## src/rtl/tslnf_pkg.sv

```systemverilog
// Shared types and constants of the text stream line number filter.
package tslnf_pkg;

   localparam int CSR_INDEX_W = 3;

   localparam logic [CSR_INDEX_W-1:0] CSR_NUMBER_NONBLANK  = 3'd0;
   localparam logic [CSR_INDEX_W-1:0] CSR_SHOW_ENDS        = 3'd1;
   localparam logic [CSR_INDEX_W-1:0] CSR_NUMBER_ALL       = 3'd2;
   localparam logic [CSR_INDEX_W-1:0] CSR_SQUEEZE_BLANK    = 3'd3;
   localparam logic [CSR_INDEX_W-1:0] CSR_SHOW_TABS        = 3'd4;
   localparam logic [CSR_INDEX_W-1:0] CSR_SHOW_NONPRINTING = 3'd5;

   localparam logic [7:0] CHAR_TAB     = 8'd9;
   localparam logic [7:0] CHAR_NEWLINE = 8'd10;
   localparam logic [7:0] CHAR_SPACE   = 8'd32;
   localparam logic [7:0] CHAR_DOLLAR  = 8'd36;
   localparam logic [7:0] CHAR_DASH    = 8'd45;
   localparam logic [7:0] CHAR_ZERO    = 8'd48;
   localparam logic [7:0] CHAR_I       = 8'd73;
   localparam logic [7:0] CHAR_M       = 8'd77;
   localparam logic [7:0] CHAR_CARET   = 8'd94;
   localparam logic [7:0] CHAR_DEL     = 8'd127;
   localparam logic [7:0] CHAR_HIGH    = 8'd160;
   localparam logic [7:0] CASE_OFFSET  = 8'd64;

   typedef struct packed {
      logic number_nonblank;
      logic show_ends;
      logic number_all;
      logic squeeze_blank;
      logic show_tabs;
      logic show_nonprinting;
   } mode_type;

   typedef struct packed {
      logic       prefix;
      logic       number;
      logic       dollar;
      logic       meta;
      logic       caret;
      logic [7:0] final_byte;
   } desc_type;

endpackage

```

## src/rtl/tslnf_if.sv

```systemverilog
// Request and response channel interfaces of the text stream line number filter.
interface tslnf_req_if;
   logic       valid;
   logic       ready;
   logic [7:0] in_byte;
   logic       file_start;

   modport source (output valid, output in_byte, output file_start, input ready);
   modport sink (input valid, input in_byte, input file_start, output ready);
endinterface

interface tslnf_rsp_if;
   logic       valid;
   logic       ready;
   logic [7:0] out_byte;
   logic       last_of_run;

   modport source (output valid, output out_byte, output last_of_run, input ready);
   modport sink (input valid, input out_byte, input last_of_run, output ready);
endinterface

```

## src/rtl/text_stream_line_number_filter_top.sv

```systemverilog
// Top level of the text stream line number filter.
//
//   channel   direction  payload                      transaction
//   req_chan  in         in_byte[7:0], file_start     valid && ready
//   rsp_chan  out        out_byte[7:0], last_of_run   valid && ready
//   csr_*     in         csr_index[2:0], csr_wdata    csr_we
//
// One input byte is accepted per cycle when it yields a single output byte and the
// response is not stalled; a byte that yields more holds the input until the
// response register, one byte per transaction, sends its last. A squeezed blank
// line is accepted and yields nothing. Reset is synchronous and clears modes,
// line state and the response register. A stalled response holds its byte and the input.
module text_stream_line_number_filter_top #(
   parameter int NUMBER_DIGITS = 6
) (
   input  logic                              clock,
   input  logic                              reset,
   input  logic                              csr_we,
   input  logic [tslnf_pkg::CSR_INDEX_W-1:0] csr_index,
   input  logic                              csr_wdata,
   tslnf_req_if.sink                         req_chan,
   tslnf_rsp_if.source                       rsp_chan
);

   logic                       load, load_ok;
   tslnf_pkg::desc_type        desc;
   logic [4*NUMBER_DIGITS-1:0] count_bcd;

   tslnf_decode #(
      .NUMBER_DIGITS(NUMBER_DIGITS)
   ) u_decode (
      .clock     (clock),
      .reset     (reset),
      .csr_we    (csr_we),
      .csr_index (csr_index),
      .csr_wdata (csr_wdata),
      .req_chan  (req_chan),
      .load_ok   (load_ok),
      .load      (load),
      .desc      (desc),
      .count_bcd (count_bcd)
   );

   tslnf_emit #(
      .NUMBER_DIGITS(NUMBER_DIGITS)
   ) u_emit (
      .clock     (clock),
      .reset     (reset),
      .load      (load),
      .desc      (desc),
      .count_bcd (count_bcd),
      .load_ok   (load_ok),
      .rsp_chan  (rsp_chan)
   );

   a_run_continues: assert property (@(posedge clock) disable iff (reset)
      (rsp_chan.valid && rsp_chan.ready && !rsp_chan.last_of_run) |=> rsp_chan.valid)
      else $error("response run broke before its last byte");

   a_take_on_last: assert property (@(posedge clock) disable iff (reset)
      (req_chan.ready && rsp_chan.valid) |-> (rsp_chan.last_of_run && rsp_chan.ready))
      else $error("input taken while a response run is still pending");

   a_run_from_accept: assert property (@(posedge clock) disable iff (reset)
      $rose(rsp_chan.valid) |-> $past(req_chan.valid && req_chan.ready))
      else $error("response started without an accepted transaction");

   a_load_when_free: assert property (@(posedge clock) disable iff (reset)
      load |-> load_ok)
      else $error("descriptor loaded over a pending run");

endmodule

```

## src/rtl/tslnf_decode.sv

```systemverilog
// Input decode: mode registers, line state and per-byte output descriptor.
module tslnf_decode #(
   parameter int NUMBER_DIGITS = 6
) (
   input  logic                                 clock,
   input  logic                                 reset,
   input  logic                                 csr_we,
   input  logic [tslnf_pkg::CSR_INDEX_W-1:0]    csr_index,
   input  logic                                 csr_wdata,
   tslnf_req_if.sink                            req_chan,
   input  logic                                 load_ok,
   output logic                                 load,
   output tslnf_pkg::desc_type                  desc,
   output logic [4*NUMBER_DIGITS-1:0]           count_bcd
);

   localparam int BCD_W = 4 * NUMBER_DIGITS;

   function automatic logic [BCD_W-1:0] bcd_increment(input logic [BCD_W-1:0] value);
      logic [BCD_W-1:0] next;
      logic             carry;
      logic [3:0]       digit;
      next  = '0;
      carry = 1'b1;
      for (int i = 0; i < NUMBER_DIGITS; i++) begin
         digit = value[4*i +: 4];
         if (carry && digit == 4'd9) begin
            next[4*i +: 4] = 4'd0;
            carry          = 1'b1;
         end else begin
            next[4*i +: 4] = digit + {3'b000, carry};
            carry          = 1'b0;
         end
      end
      return carry ? value : next;
   endfunction

   tslnf_pkg::mode_type mode_ff, mode_in;
   logic                prev_nl_ff;
   logic [1:0]          blank_ff, blank_in, blank_base;
   logic [BCD_W-1:0]    count_ff, count_in, count_base;

   logic       accept, was_nl, is_nl, is_tab, squeeze_hit, drop, number_hit, pad;
   logic [7:0] c, c_conv;
   logic       meta, ctrl_caret, tab_caret;

   assign req_chan.ready = load_ok;
   assign accept         = req_chan.valid && load_ok;

   assign c          = req_chan.in_byte;
   assign is_nl      = (c == tslnf_pkg::CHAR_NEWLINE);
   assign is_tab     = (c == tslnf_pkg::CHAR_TAB);
   assign was_nl     = req_chan.file_start || prev_nl_ff;
   assign blank_base = req_chan.file_start ? 2'd0 : blank_ff;
   assign count_base = req_chan.file_start ? '0 : count_ff;

   assign squeeze_hit = mode_ff.squeeze_blank && is_nl && was_nl;
   assign blank_in    = !squeeze_hit ? 2'd0 : (blank_base == 2'd2) ? 2'd2 : blank_base + 2'd1;
   assign drop        = squeeze_hit && (blank_in == 2'd2);

   assign number_hit = was_nl && ((mode_ff.number_nonblank && !is_nl) ||
                                  (mode_ff.number_all && !mode_ff.number_nonblank));
   assign pad        = mode_ff.show_ends && mode_ff.number_nonblank && is_nl && was_nl;
   assign count_in   = (number_hit && !drop) ? bcd_increment(count_base) : count_base;

   assign meta       = mode_ff.show_nonprinting && c[7] && (c < tslnf_pkg::CHAR_HIGH);
   assign ctrl_caret = mode_ff.show_nonprinting &&
                       ((c == tslnf_pkg::CHAR_DEL) || (c < 8'd32 && !is_nl && !is_tab));
   assign tab_caret  = mode_ff.show_tabs && is_tab;

   always_comb begin
      c_conv = c;
      if (meta || (mode_ff.show_nonprinting && c == tslnf_pkg::CHAR_DEL)) begin
         c_conv = c - tslnf_pkg::CASE_OFFSET;
      end else if (ctrl_caret) begin
         c_conv = c + tslnf_pkg::CASE_OFFSET;
      end else if (tab_caret) begin
         c_conv = tslnf_pkg::CHAR_I;
      end
   end

   always_comb begin
      mode_in = mode_ff;
      if (csr_we) begin
         unique case (csr_index)
            tslnf_pkg::CSR_NUMBER_NONBLANK:  mode_in.number_nonblank  = csr_wdata;
            tslnf_pkg::CSR_SHOW_ENDS:        mode_in.show_ends        = csr_wdata;
            tslnf_pkg::CSR_NUMBER_ALL:       mode_in.number_all       = csr_wdata;
            tslnf_pkg::CSR_SQUEEZE_BLANK:    mode_in.squeeze_blank    = csr_wdata;
            tslnf_pkg::CSR_SHOW_TABS:        mode_in.show_tabs        = csr_wdata;
            tslnf_pkg::CSR_SHOW_NONPRINTING: mode_in.show_nonprinting = csr_wdata;
            default:                         mode_in = mode_ff;
         endcase
      end
   end

   always_ff @(posedge clock) begin
      if (reset) begin
         mode_ff    <= '0;
         prev_nl_ff <= 1'b1;
         blank_ff   <= 2'd0;
         count_ff   <= '0;
      end else begin
         mode_ff <= mode_in;
         if (accept) begin
            prev_nl_ff <= is_nl;
            blank_ff   <= blank_in;
            count_ff   <= count_in;
         end
      end
   end

   assign load      = accept && !drop;
   assign count_bcd = count_in;

   assign desc.prefix     = number_hit || pad;
   assign desc.number     = number_hit;
   assign desc.dollar     = mode_ff.show_ends && is_nl;
   assign desc.meta       = meta;
   assign desc.caret      = meta || ctrl_caret || tab_caret;
   assign desc.final_byte = c_conv;

endmodule

```

## src/rtl/tslnf_emit.sv

```systemverilog
// Output sequencer: holds one descriptor and emits its bytes one per transaction.
module tslnf_emit #(
   parameter int NUMBER_DIGITS = 6
) (
   input  logic                       clock,
   input  logic                       reset,
   input  logic                       load,
   input  tslnf_pkg::desc_type        desc,
   input  logic [4*NUMBER_DIGITS-1:0] count_bcd,
   output logic                       load_ok,
   tslnf_rsp_if.source                rsp_chan
);

   localparam int BCD_W  = 4 * NUMBER_DIGITS;
   localparam int SLOT_W = $clog2(NUMBER_DIGITS + 6);

   localparam logic [SLOT_W-1:0] SLOT_TAB    = SLOT_W'(NUMBER_DIGITS);
   localparam logic [SLOT_W-1:0] SLOT_DOLLAR = SLOT_W'(NUMBER_DIGITS + 1);
   localparam logic [SLOT_W-1:0] SLOT_M      = SLOT_W'(NUMBER_DIGITS + 2);
   localparam logic [SLOT_W-1:0] SLOT_DASH   = SLOT_W'(NUMBER_DIGITS + 3);
   localparam logic [SLOT_W-1:0] SLOT_CARET  = SLOT_W'(NUMBER_DIGITS + 4);
   localparam logic [SLOT_W-1:0] SLOT_FINAL  = SLOT_W'(NUMBER_DIGITS + 5);
   localparam logic [SLOT_W-1:0] SLOT_MSD    = SLOT_W'(NUMBER_DIGITS - 1);

   logic                desc_valid_ff, desc_valid_in;
   tslnf_pkg::desc_type desc_ff, desc_in;
   logic [BCD_W-1:0]    bcd_ff, bcd_in;
   logic [SLOT_W-1:0]   slot_ff, slot_in, slot_next, slot_start;

   logic              advance, last;
   logic [SLOT_W-1:0] digit_pos;
   logic [3:0]        digit;
   logic              upper_zero, suppress;
   logic [7:0]        out_byte;

   always_comb begin
      if (desc.prefix) begin
         slot_start = '0;
      end else if (desc.dollar) begin
         slot_start = SLOT_DOLLAR;
      end else if (desc.meta) begin
         slot_start = SLOT_M;
      end else if (desc.caret) begin
         slot_start = SLOT_CARET;
      end else begin
         slot_start = SLOT_FINAL;
      end
   end

   always_comb begin
      priority if (slot_ff < SLOT_TAB) begin
         slot_next = slot_ff + 1'b1;
      end else if (slot_ff == SLOT_TAB && desc_ff.dollar) begin
         slot_next = SLOT_DOLLAR;
      end else if ((slot_ff == SLOT_TAB || slot_ff == SLOT_DOLLAR) && desc_ff.meta) begin
         slot_next = SLOT_M;
      end else if (slot_ff == SLOT_M) begin
         slot_next = SLOT_DASH;
      end else if ((slot_ff == SLOT_TAB || slot_ff == SLOT_DOLLAR || slot_ff == SLOT_DASH)
                   && desc_ff.caret) begin
         slot_next = SLOT_CARET;
      end else begin
         slot_next = SLOT_FINAL;
      end
   end

   assign digit_pos  = SLOT_MSD - slot_ff;
   assign digit      = 4'(bcd_ff >> {digit_pos, 2'b00});
   assign upper_zero = ((bcd_ff >> {digit_pos, 2'b00}) >> 4) == '0;
   assign suppress   = (digit == 4'd0) && upper_zero && (digit_pos != '0);

   always_comb begin
      priority if (slot_ff < SLOT_TAB) begin
         out_byte = (desc_ff.number && !suppress) ?
                    tslnf_pkg::CHAR_ZERO + {4'b0000, digit} : tslnf_pkg::CHAR_SPACE;
      end else if (slot_ff == SLOT_TAB) begin
         out_byte = tslnf_pkg::CHAR_TAB;
      end else if (slot_ff == SLOT_DOLLAR) begin
         out_byte = tslnf_pkg::CHAR_DOLLAR;
      end else if (slot_ff == SLOT_M) begin
         out_byte = tslnf_pkg::CHAR_M;
      end else if (slot_ff == SLOT_DASH) begin
         out_byte = tslnf_pkg::CHAR_DASH;
      end else if (slot_ff == SLOT_CARET) begin
         out_byte = tslnf_pkg::CHAR_CARET;
      end else begin
         out_byte = desc_ff.final_byte;
      end
   end

   assign last    = (slot_ff == SLOT_FINAL);
   assign advance = desc_valid_ff && rsp_chan.ready;
   assign load_ok = !desc_valid_ff || (advance && last);

   assign rsp_chan.valid       = desc_valid_ff;
   assign rsp_chan.out_byte    = out_byte;
   assign rsp_chan.last_of_run = last;

   always_comb begin
      desc_valid_in = desc_valid_ff;
      desc_in       = desc_ff;
      bcd_in        = bcd_ff;
      slot_in       = slot_ff;
      if (load) begin
         desc_valid_in = 1'b1;
         desc_in       = desc;
         bcd_in        = count_bcd;
         slot_in       = slot_start;
      end else if (advance) begin
         if (last) begin
            desc_valid_in = 1'b0;
         end else begin
            slot_in = slot_next;
         end
      end
   end

   always_ff @(posedge clock) begin
      if (reset) begin
         desc_valid_ff <= 1'b0;
         slot_ff       <= SLOT_FINAL;
      end else begin
         desc_valid_ff <= desc_valid_in;
         slot_ff       <= slot_in;
      end
      desc_ff <= desc_in;
      bcd_ff  <= bcd_in;
   end

endmodule

```

## src/flat_wrapper.sv

```systemverilog
// flat-port wrapper written by rule: the top's interface ports become plain ports
module text_stream_line_number_filter_top_flat 
#(
   parameter int NUMBER_DIGITS = 6
)
  (clock, reset, csr_we, csr_index, csr_wdata, req_chan_valid, req_chan_in_byte, req_chan_file_start, req_chan_ready, rsp_chan_valid, rsp_chan_out_byte, rsp_chan_last_of_run, rsp_chan_ready);
  tslnf_req_if req_chan_i ();
  tslnf_rsp_if rsp_chan_i ();
  input  logic clock;
  input  logic reset;
  input  logic csr_we;
  input  logic [tslnf_pkg::CSR_INDEX_W-1:0] csr_index;
  input  logic csr_wdata;
  input wire logic [$bits(req_chan_i.valid)-1:0] req_chan_valid;
  input wire logic [$bits(req_chan_i.in_byte)-1:0] req_chan_in_byte;
  input wire logic [$bits(req_chan_i.file_start)-1:0] req_chan_file_start;
  output wire logic [$bits(req_chan_i.ready)-1:0] req_chan_ready;
  output wire logic [$bits(rsp_chan_i.valid)-1:0] rsp_chan_valid;
  output wire logic [$bits(rsp_chan_i.out_byte)-1:0] rsp_chan_out_byte;
  output wire logic [$bits(rsp_chan_i.last_of_run)-1:0] rsp_chan_last_of_run;
  input wire logic [$bits(rsp_chan_i.ready)-1:0] rsp_chan_ready;
  assign req_chan_i.valid = req_chan_valid;
  assign req_chan_i.in_byte = req_chan_in_byte;
  assign req_chan_i.file_start = req_chan_file_start;
  assign req_chan_ready = req_chan_i.ready;
  assign rsp_chan_valid = rsp_chan_i.valid;
  assign rsp_chan_out_byte = rsp_chan_i.out_byte;
  assign rsp_chan_last_of_run = rsp_chan_i.last_of_run;
  assign rsp_chan_i.ready = rsp_chan_ready;
  text_stream_line_number_filter_top #(.NUMBER_DIGITS(NUMBER_DIGITS)) u_core (.clock(clock), .reset(reset), .csr_we(csr_we), .csr_index(csr_index), .csr_wdata(csr_wdata), .req_chan(req_chan_i), .rsp_chan(rsp_chan_i));
endmodule
```

## config.mk

```make
export PLATFORM = sky130hd
export DESIGN_NAME = text_stream_line_number_filter_top_flat
export DESIGN_NICKNAME = d
export VERILOG_FILES = /design/src/rtl/tslnf_pkg.sv /design/src/rtl/tslnf_if.sv /design/src/rtl/text_stream_line_number_filter_top.sv /design/src/rtl/tslnf_decode.sv /design/src/rtl/tslnf_emit.sv /design/src/flat_wrapper.sv
export SDC_FILE = /design/constraint.sdc
export NUM_CORES = 1
export LEC_CHECK = 0
export ABC_CLOCK_PERIOD_IN_PS = 5230
export BUFFER_PORTS_ARGS = -buffer_cell sky130_fd_sc_hd__buf_4
export CORE_MARGIN = 5
export CORE_UTILIZATION = 48
export DETAILED_ROUTE_END_ITERATION = 10
export PLACE_DENSITY = 0.65
export SLEW_MARGIN = 40
export SYNTH_ARGS = -nofsm -noshare
export SYNTH_HDL_FRONTEND = slang
export SYNTH_HIERARCHICAL = 1
export SYNTH_SLANG_ARGS = --single-unit
```

## constraint.sdc

```tcl
create_clock -name clock -period 5.23 [get_ports clock]
set_input_delay 1.046 -clock clock [delete_from_list [all_inputs] [get_ports clock]]
set_output_delay 1.046 -clock clock [all_outputs]
set_load 0.1 [all_outputs]
```

After elaboration in Yosys (flattened, before gate mapping):

Cells that the tools add are included.

* flip-flop bits (word level): 74
* latch bits: 0
* RAM bits: 0
* bits in read-only memories: 0
* input bits: 18
* output and inout port bits: 11
* word-level logic and storage cells: 162
* memories: 0

* add/subtract/negate cells: 12
* $mul: 0
* divide/modulo/power cells: 0
* order comparisons: 3
* equal/unequal tests: 23
* shift-type cells: 1
* mux-type cells: 43
* bitwise gates (word level): 0
* reduce and logical (&&, ||, !) cells: 63

Operators by type and width (count)
* 24-bit 2-to-1 mux: 3
* 8-bit 2-to-1 mux: 9
* 4-bit 2-to-1 mux: 13
* 4-bit equality test (second input constant): 10
* 1-bit logical AND: 33
* 24-bit logical NOT: 1
* 24-bit by 6-bit right shift with 24-bit output: 1
* 4-bit by 1-bit adder with 4-bit output: 5
* 8-bit by 4-bit equality test with 1-bit output (second input constant): 2
* 2-bit AND reduction: 8
* 2-bit 2-to-1 mux: 6
* 1-bit 2-to-1 mux: 11
* 1-bit logical OR: 10
* 4-bit by 1-bit adder with 4-bit output (second input constant): 2
* 8-bit by 7-bit adder with 8-bit output (second input constant): 1
* 4-bit by 3-bit equality test with 1-bit output (second input constant): 2
* 8-bit by 7-bit equality test with 1-bit output (second input constant): 1
* 8-bit by 6-bit < comparator with 1-bit output (second input constant): 1
* 8-bit < comparator (second input constant): 1
* 8-bit by 7-bit subtractor with 8-bit output (second input constant): 1
* 6-bit by 4-bit adder with 7-bit output (first input constant): 1
* 7-bit 2-to-1 mux: 1
* 3-bit by 2-bit equality test with 1-bit output (second input constant): 2
* 3-bit equality test (second input constant): 2
* 11 further kinds: 18

Longest topological paths before layout:

* depth in word-level cells: 15
* gate-level depth with buffers: 12
* gate-level depth less buffers: 11

Hierarchy:

Netlist, hierarchy kept.

By module, submodules not included
* tslnf_decode: instances 1, cells an instance 335, area each 2705.1 µm², sequential area each 660.6 µm²
* tslnf_emit: instances 1, cells an instance 185, area each 2152.1 µm², sequential area each 1181.1 µm²

Worst setup path after synthesis:

No wires, ideal clock.

* path type: register to output
* start point: register u_core.u_emit.slot_ff[1]
* end point: output port rsp_chan_out_byte[7]
* arrival time: 4194 ps
* required time: 4184 ps
* path slack: -10 ps
* stages on the path, launching flop included: 6
* buffers on the path: 0
* path through: dfxtp_1 -> inv_1 -> ha_1 -> nor3_1 -> nor2_1 -> nor4b_1

* word-level cells in the longest chain between the ends: 7
* elaborated cells between the ends (all ways): 12
* those cells by class: 1 x order compare; 5 x eq/ne; 6 x mux

RTL lines
* start, declared: line tslnf_emit.sv:28 `logic [SLOT_W-1:0] slot_ff, slot_in, slot_next, slot_start;`
* start signal, assigned: line tslnf_emit.sv:124 `slot_ff <= slot_in;`
* 4-bit equality test: line tslnf_emit.sv:84 `end else if (slot_ff == SLOT_CARET) begin`
* 8-bit 2-to-1 mux: line tslnf_emit.sv:84
* 8-bit 2-to-1 mux: line tslnf_emit.sv:82 `end else if (slot_ff == SLOT_DASH) begin`
* 8-bit 2-to-1 mux: line tslnf_emit.sv:80 `end else if (slot_ff == SLOT_M) begin`
* 8-bit 2-to-1 mux: line tslnf_emit.sv:78 `end else if (slot_ff == SLOT_DOLLAR) begin`
* 8-bit 2-to-1 mux: line tslnf_emit.sv:76 `end else if (slot_ff == SLOT_TAB) begin`
* 8-bit 2-to-1 mux (*): line tslnf_emit.sv:73 `priority if (slot_ff < SLOT_TAB) begin`
* end, declared: line flat_wrapper.sv:19 `output wire logic [$bits(rsp_chan_i.out_byte)-1:0] rsp_chan_out_byte;`

Mark *: on every way between the ends. The rest lies on a longest branch, timed or not.

Final worst setup path:

* start point: register u_core.u_emit.slot_ff[1]
* end point: output port rsp_chan_out_byte[4]

* word-level cells in the longest chain between the ends: 9
* elaborated cells between the ends (all ways): 23
* those cells by class: 2 x add/sub; 1 x order compare; 5 x eq/ne; 1 x shift; 7 x mux; 7 x reduce/logical

RTL lines (line)
* parallel branches: the longest is 8 deep, another holds 6-bit by 4-bit adder with 7-bit output
* 8-bit 2-to-1 mux (*): tslnf_emit.sv:73

Mark *: on every way between the ends.

==> out/metrics.sh <==
CLOCK_INSERTION_DELAY_WORST_SKEW_NS=0.35
CTS_BUFFER_DEPTH=2
SYNTH_ENABLE_FLOP_CELLS=36
SHARE_CLK_OF_TOTAL_POWER_PCT=32.7
POWER.IR.VDD_WORST_V=0.000113
GLOBALROUTEOVERFLOWTOTAL=0
ROUTE.TOP_LAYER_USED='met4'
TRITONCTS.NUM_BUFFERS=9
MET3ROUTEDLENGTH_UM=791
WORST_R2R_PATH_DEPTH=9
POSTSYNTHCELLCOUNT=520
CRITICAL_PATH.MAX_FANOUT=20
MAXCAPVIOLATIONS=0
DRIVE_GT1_SHARE_PCT=15.9
PIN_COUNT=29
DETAILEDROUTE.FIRSTPASSITERATIONCOUNT=5
CTS_RESIZED=0
FP.COREAREA_MM2=0.00982
PATH_CLK_SLEW_NS=0.07
ROUTE.VIAS.TOTAL=4158
REPORT.FINAL.SETUP_VIOL=0
FIRST_GLOBAL_VIAS=3880
SYNTH_SEQ_CELLS=74
SYN2LAYOUT_AREA_GROWTH_PCT=9.61
GLOBAL_ROUTE.USAGE.TOTAL_PCT=20.3
CELLLEAKAGEPOWER_uW=0.00211
CTS_SINKS=74
FINAL_HOLD_VIOLATION_COUNT=0
RSZ0062_AT_GRT='false'
PART_OF_THE_POWER_IN_COMBINATIONAL_LOGIC_PCT=22.4
DRTANTENNAVIOLNETS=0
INITIAL_CORE_UTIL_PCT=49.5
GRT_MAX_DEGREE=41
DIE_H_UM=111
WORSTPATHREQUIRED_NS=4.18
POSTLAYOUTCELLAREA_MM2=0.00532
SYNTH_CELL_TYPE_COUNT=92
SEQ_POWER_SHARE_PCT=44.9
POST_SYNTH_INSTANCE_AREA_MM2=0.00486
ROWS=36
YOSYSSEQAREASHARE_PCT=37.9
DIE_OUTLINE_AREA_MM2=0.0122
POSTROUTEWIRELENGTH_UM=12500
POST_DRT_WL_PER_CELL_UM=18.8
WORST-SETUP-PATH-TYPE='flop to output port'
SYN-NUM-NETS=559
FINAL.MIN_CLOCK_PERIOD_NS=4.20
DIEWIDTH_UM=111
SLEW_AT_THE_PIN_CLOSEST_TO_ITS_MAX_SLEW_LIMIT_NS=0.707
MAXCLOCKFREQUENCY_MHz=238
SYNTH-ASYNC-RESET-RATIO_PCT=0
FINAL.FILL_COUNT=912
CTS-HOLD-FIX-BUFFERS=0
AVGSYNTHCELLAREA_UM2=9.34
BUFFERS_ON_PORTS=28
P_SW_SHARE_PCT=32.4
YS_WARN_COUNT=6
RUN_STATUS='completed'
CRIT_PATH_END_KIND='output port'
INTERNAL-POWER_uW=1000
HOLD_PATH_CLASS='flop to flop'
DPL.HPWL_UM=9170
CTS_TREE='done'
WORST_HOLD_PATH.NUM_CELLS=2
FINAL_MIN_PERIOD_OVER_CLOCK_PERIOD_PCT=80.2
STARTPOINT_TYPE='flop'
CLOCK_SKEW_AFTER_LAYOUT_NS=0.0102
FIN_SETUP_TNS_NS=0
ANTENNA_FOUND_INITIAL=0
POST-CTS-SETUP-BUFFER-COUNT=0
MET1WIRELENGTH_UM=5960
FINALMAXSLEWVIOLATIONS=0
ROUTABILITYCONGESTION=0.922
MET2_LENGTH_UM=5520
POWER.DENSITY_mW_PER_MM2=278
DETAIL_ROUTE.DRC_VIOLATIONS=0
CTSHTREEMAXLEVEL=3
AVGVIACOUNTPERCELL=6.22
NUMBER_OF_INSERTED_DIODES=0
INITIAL_DRC_COUNT=374
MOST_FREQUENTLY_USED_FLOP_MASTER_AFTER_SYNTHESIS='dfxtp_1'
FINAL_NET_COUNT=570
CP_DATA_ARRIVAL_TIME_NS=3.15
DETAILED_PLACE.AREA_MM2=0.00511
NET_SWITCHING_uW=479
TIMING.MAX_SLEW.REL_SLACK_PCT=52.7
FIRST_PASS_GRT_WIRE_LENGTH_UM=20400
ROOT_BUFFER='clkbuf_8'
==> power groups by stage <==
stage | Sequential, uW | Clock [uW] | Combinational [uW]
after floorplan | 666 | 0 | 263
after global placement | 676 | 0 | 329
after detailed placement | 678 | 0 | 330
after CTS | 664 | 498 | 331
after global routing | 669 | 528 | 353
final | 665 | 485 | 332
==> final timing paths <==
kind                                                  start                           to  slack (ns)
worst max-delay path               u_core/u_emit/slot_ff[1]         rsp_chan_out_byte[4]        1.03
worst min-delay path            u_core/u_decode/blank_ff[1]  u_core/u_decode/blank_ff[1]        0.46
worst max register to register     u_core/u_emit/slot_ff[1]  u_core/u_decode/count_ff[9]        1.81
worst min register to register  u_core/u_decode/blank_ff[1]  u_core/u_decode/blank_ff[1]        0.46
==> layout make-up <==
cell class                      count  area, um^2  share of cell area (%)
Clock buffer                       10         128                    2.40
Sequential cell                    74        1840                    34.6
Inverter                           21        78.8                    1.48
Timing Repair Buffer               30         225                    4.23
Clock inverter                      6        87.6                    1.65
Multi-Input combinational cell    395        2800                    52.5
Tap cell                          133         166                    3.13
==> layer usage <==
| layer | vias to the layer above | GRT usage [%] |
|---|---|---|
| met5 | - | 0 |
| met4 | 0 | 7.31 |
| met3 | 22 | 2.68 |
| met2 | 173 | 30.8 |
| met1 | 1970 | 29.6 |
| li1 | 1993 | - |
==> placed cells by master, fill, tap and decap left out, drive strengths merged, types with 5 or more instances in the layout <==
cell	instances
a211oi	8
a21oi	27
a22o	7
a31oi	10
and2	6
buf	30
clkbuf	10
dfxtp	38
edfxtp	36
ha	21
inv	22
mux2	8
mux2i	14
nand2	47
nand2b	9
nand3	19
nand4	8
nor2	40
nor2b	15
nor3	15
o21ai	24
o22a	5
o22ai	5
or4	10
==> state kept, by name, indices dropped and copies added (netlist names) <==
register / flops
u_core/u_decode/blank_ff: 2
u_core/u_emit/slot_ff: 4
u_core/u_decode/prev_nl_ff: 1
u_core/u_decode/count_ff: 24
u_core/u_decode/mode_ff: 6
u_core/u_emit/desc_ff: 12
u_core/u_emit/rsp_chan.valid: 1
u_core/u_emit/bcd_ff: 24
==> stage by stage <==
step / hold WS (ns) / worst slack (ns) / total power (uW) / utilization, % / cells
5_1_grt: 0.478 / 0.839 / 1550 / 54.2 / 669
3_3_place_gp: 0.453 / 1.19 / 1010 / 52.0 / 653
4_1_cts: 0.459 / 1.03 / 1490 / 54.2 / 669
2_1_floorplan: 0.432 / 0.366 / 930 / - / 520
6_report: 0.459 / 1.03 / 1480 / 54.2 / 669
3_5_place_dp: 0.448 / 1.06 / 1010 / 52.0 / 653
==> cell families (layout without fill, tap and decap cells) <==
family          count (synthesis)  after routing  synth area share (%)
compound gates                139            139                  20.5
xor+xnor                        7              7                  1.26
fa+ha+maj                      21             21                  5.41
buf+inv                        51             67                  5.13
flops                          74             74                  37.9
mux                            23             23                  5.36
simple gates                  205            205                  24.5
==> Yosys cell counts (all sizes together) (5+ instances only) <==
master / number / share of area, %
a211oi: 8 / 1.2
a21oi: 27 / 2.8
a22o: 7 / 1.3
a31oi: 10 / 1.4
and2: 6 / 0.80
buf: 13 / 2.0
clkbuf: 17 / 1.5
dfxtp: 38 / 16
edfxtp: 36 / 22
ha: 21 / 5.4
inv: 20 / 1.5
mux2: 8 / 1.9
mux2i: 14 / 2.9
nand2: 47 / 3.7
nand2b: 9 / 1.3
nand3: 19 / 2.0
nand4: 8 / 1.5
nor2: 40 / 3.1
nor2b: 15 / 1.9
nor3: 15 / 1.6
o21ai: 24 / 2.5
o22a: 5 / 0.90
o22ai: 5 / 0.64
or4: 10 / 1.6
==> worst max-delay path, stage by stage, from the launching register on <==
cell     delay [ns]
dfxtp_1        0.76
ha_1           0.48
mux2_2         0.41
or4_4          0.49
a32oi_1        0.21
a31o_1         0.16
nand3_1        0.07
buf_4          0.25
Note: power is estimated with default switching activity, not from simulation.
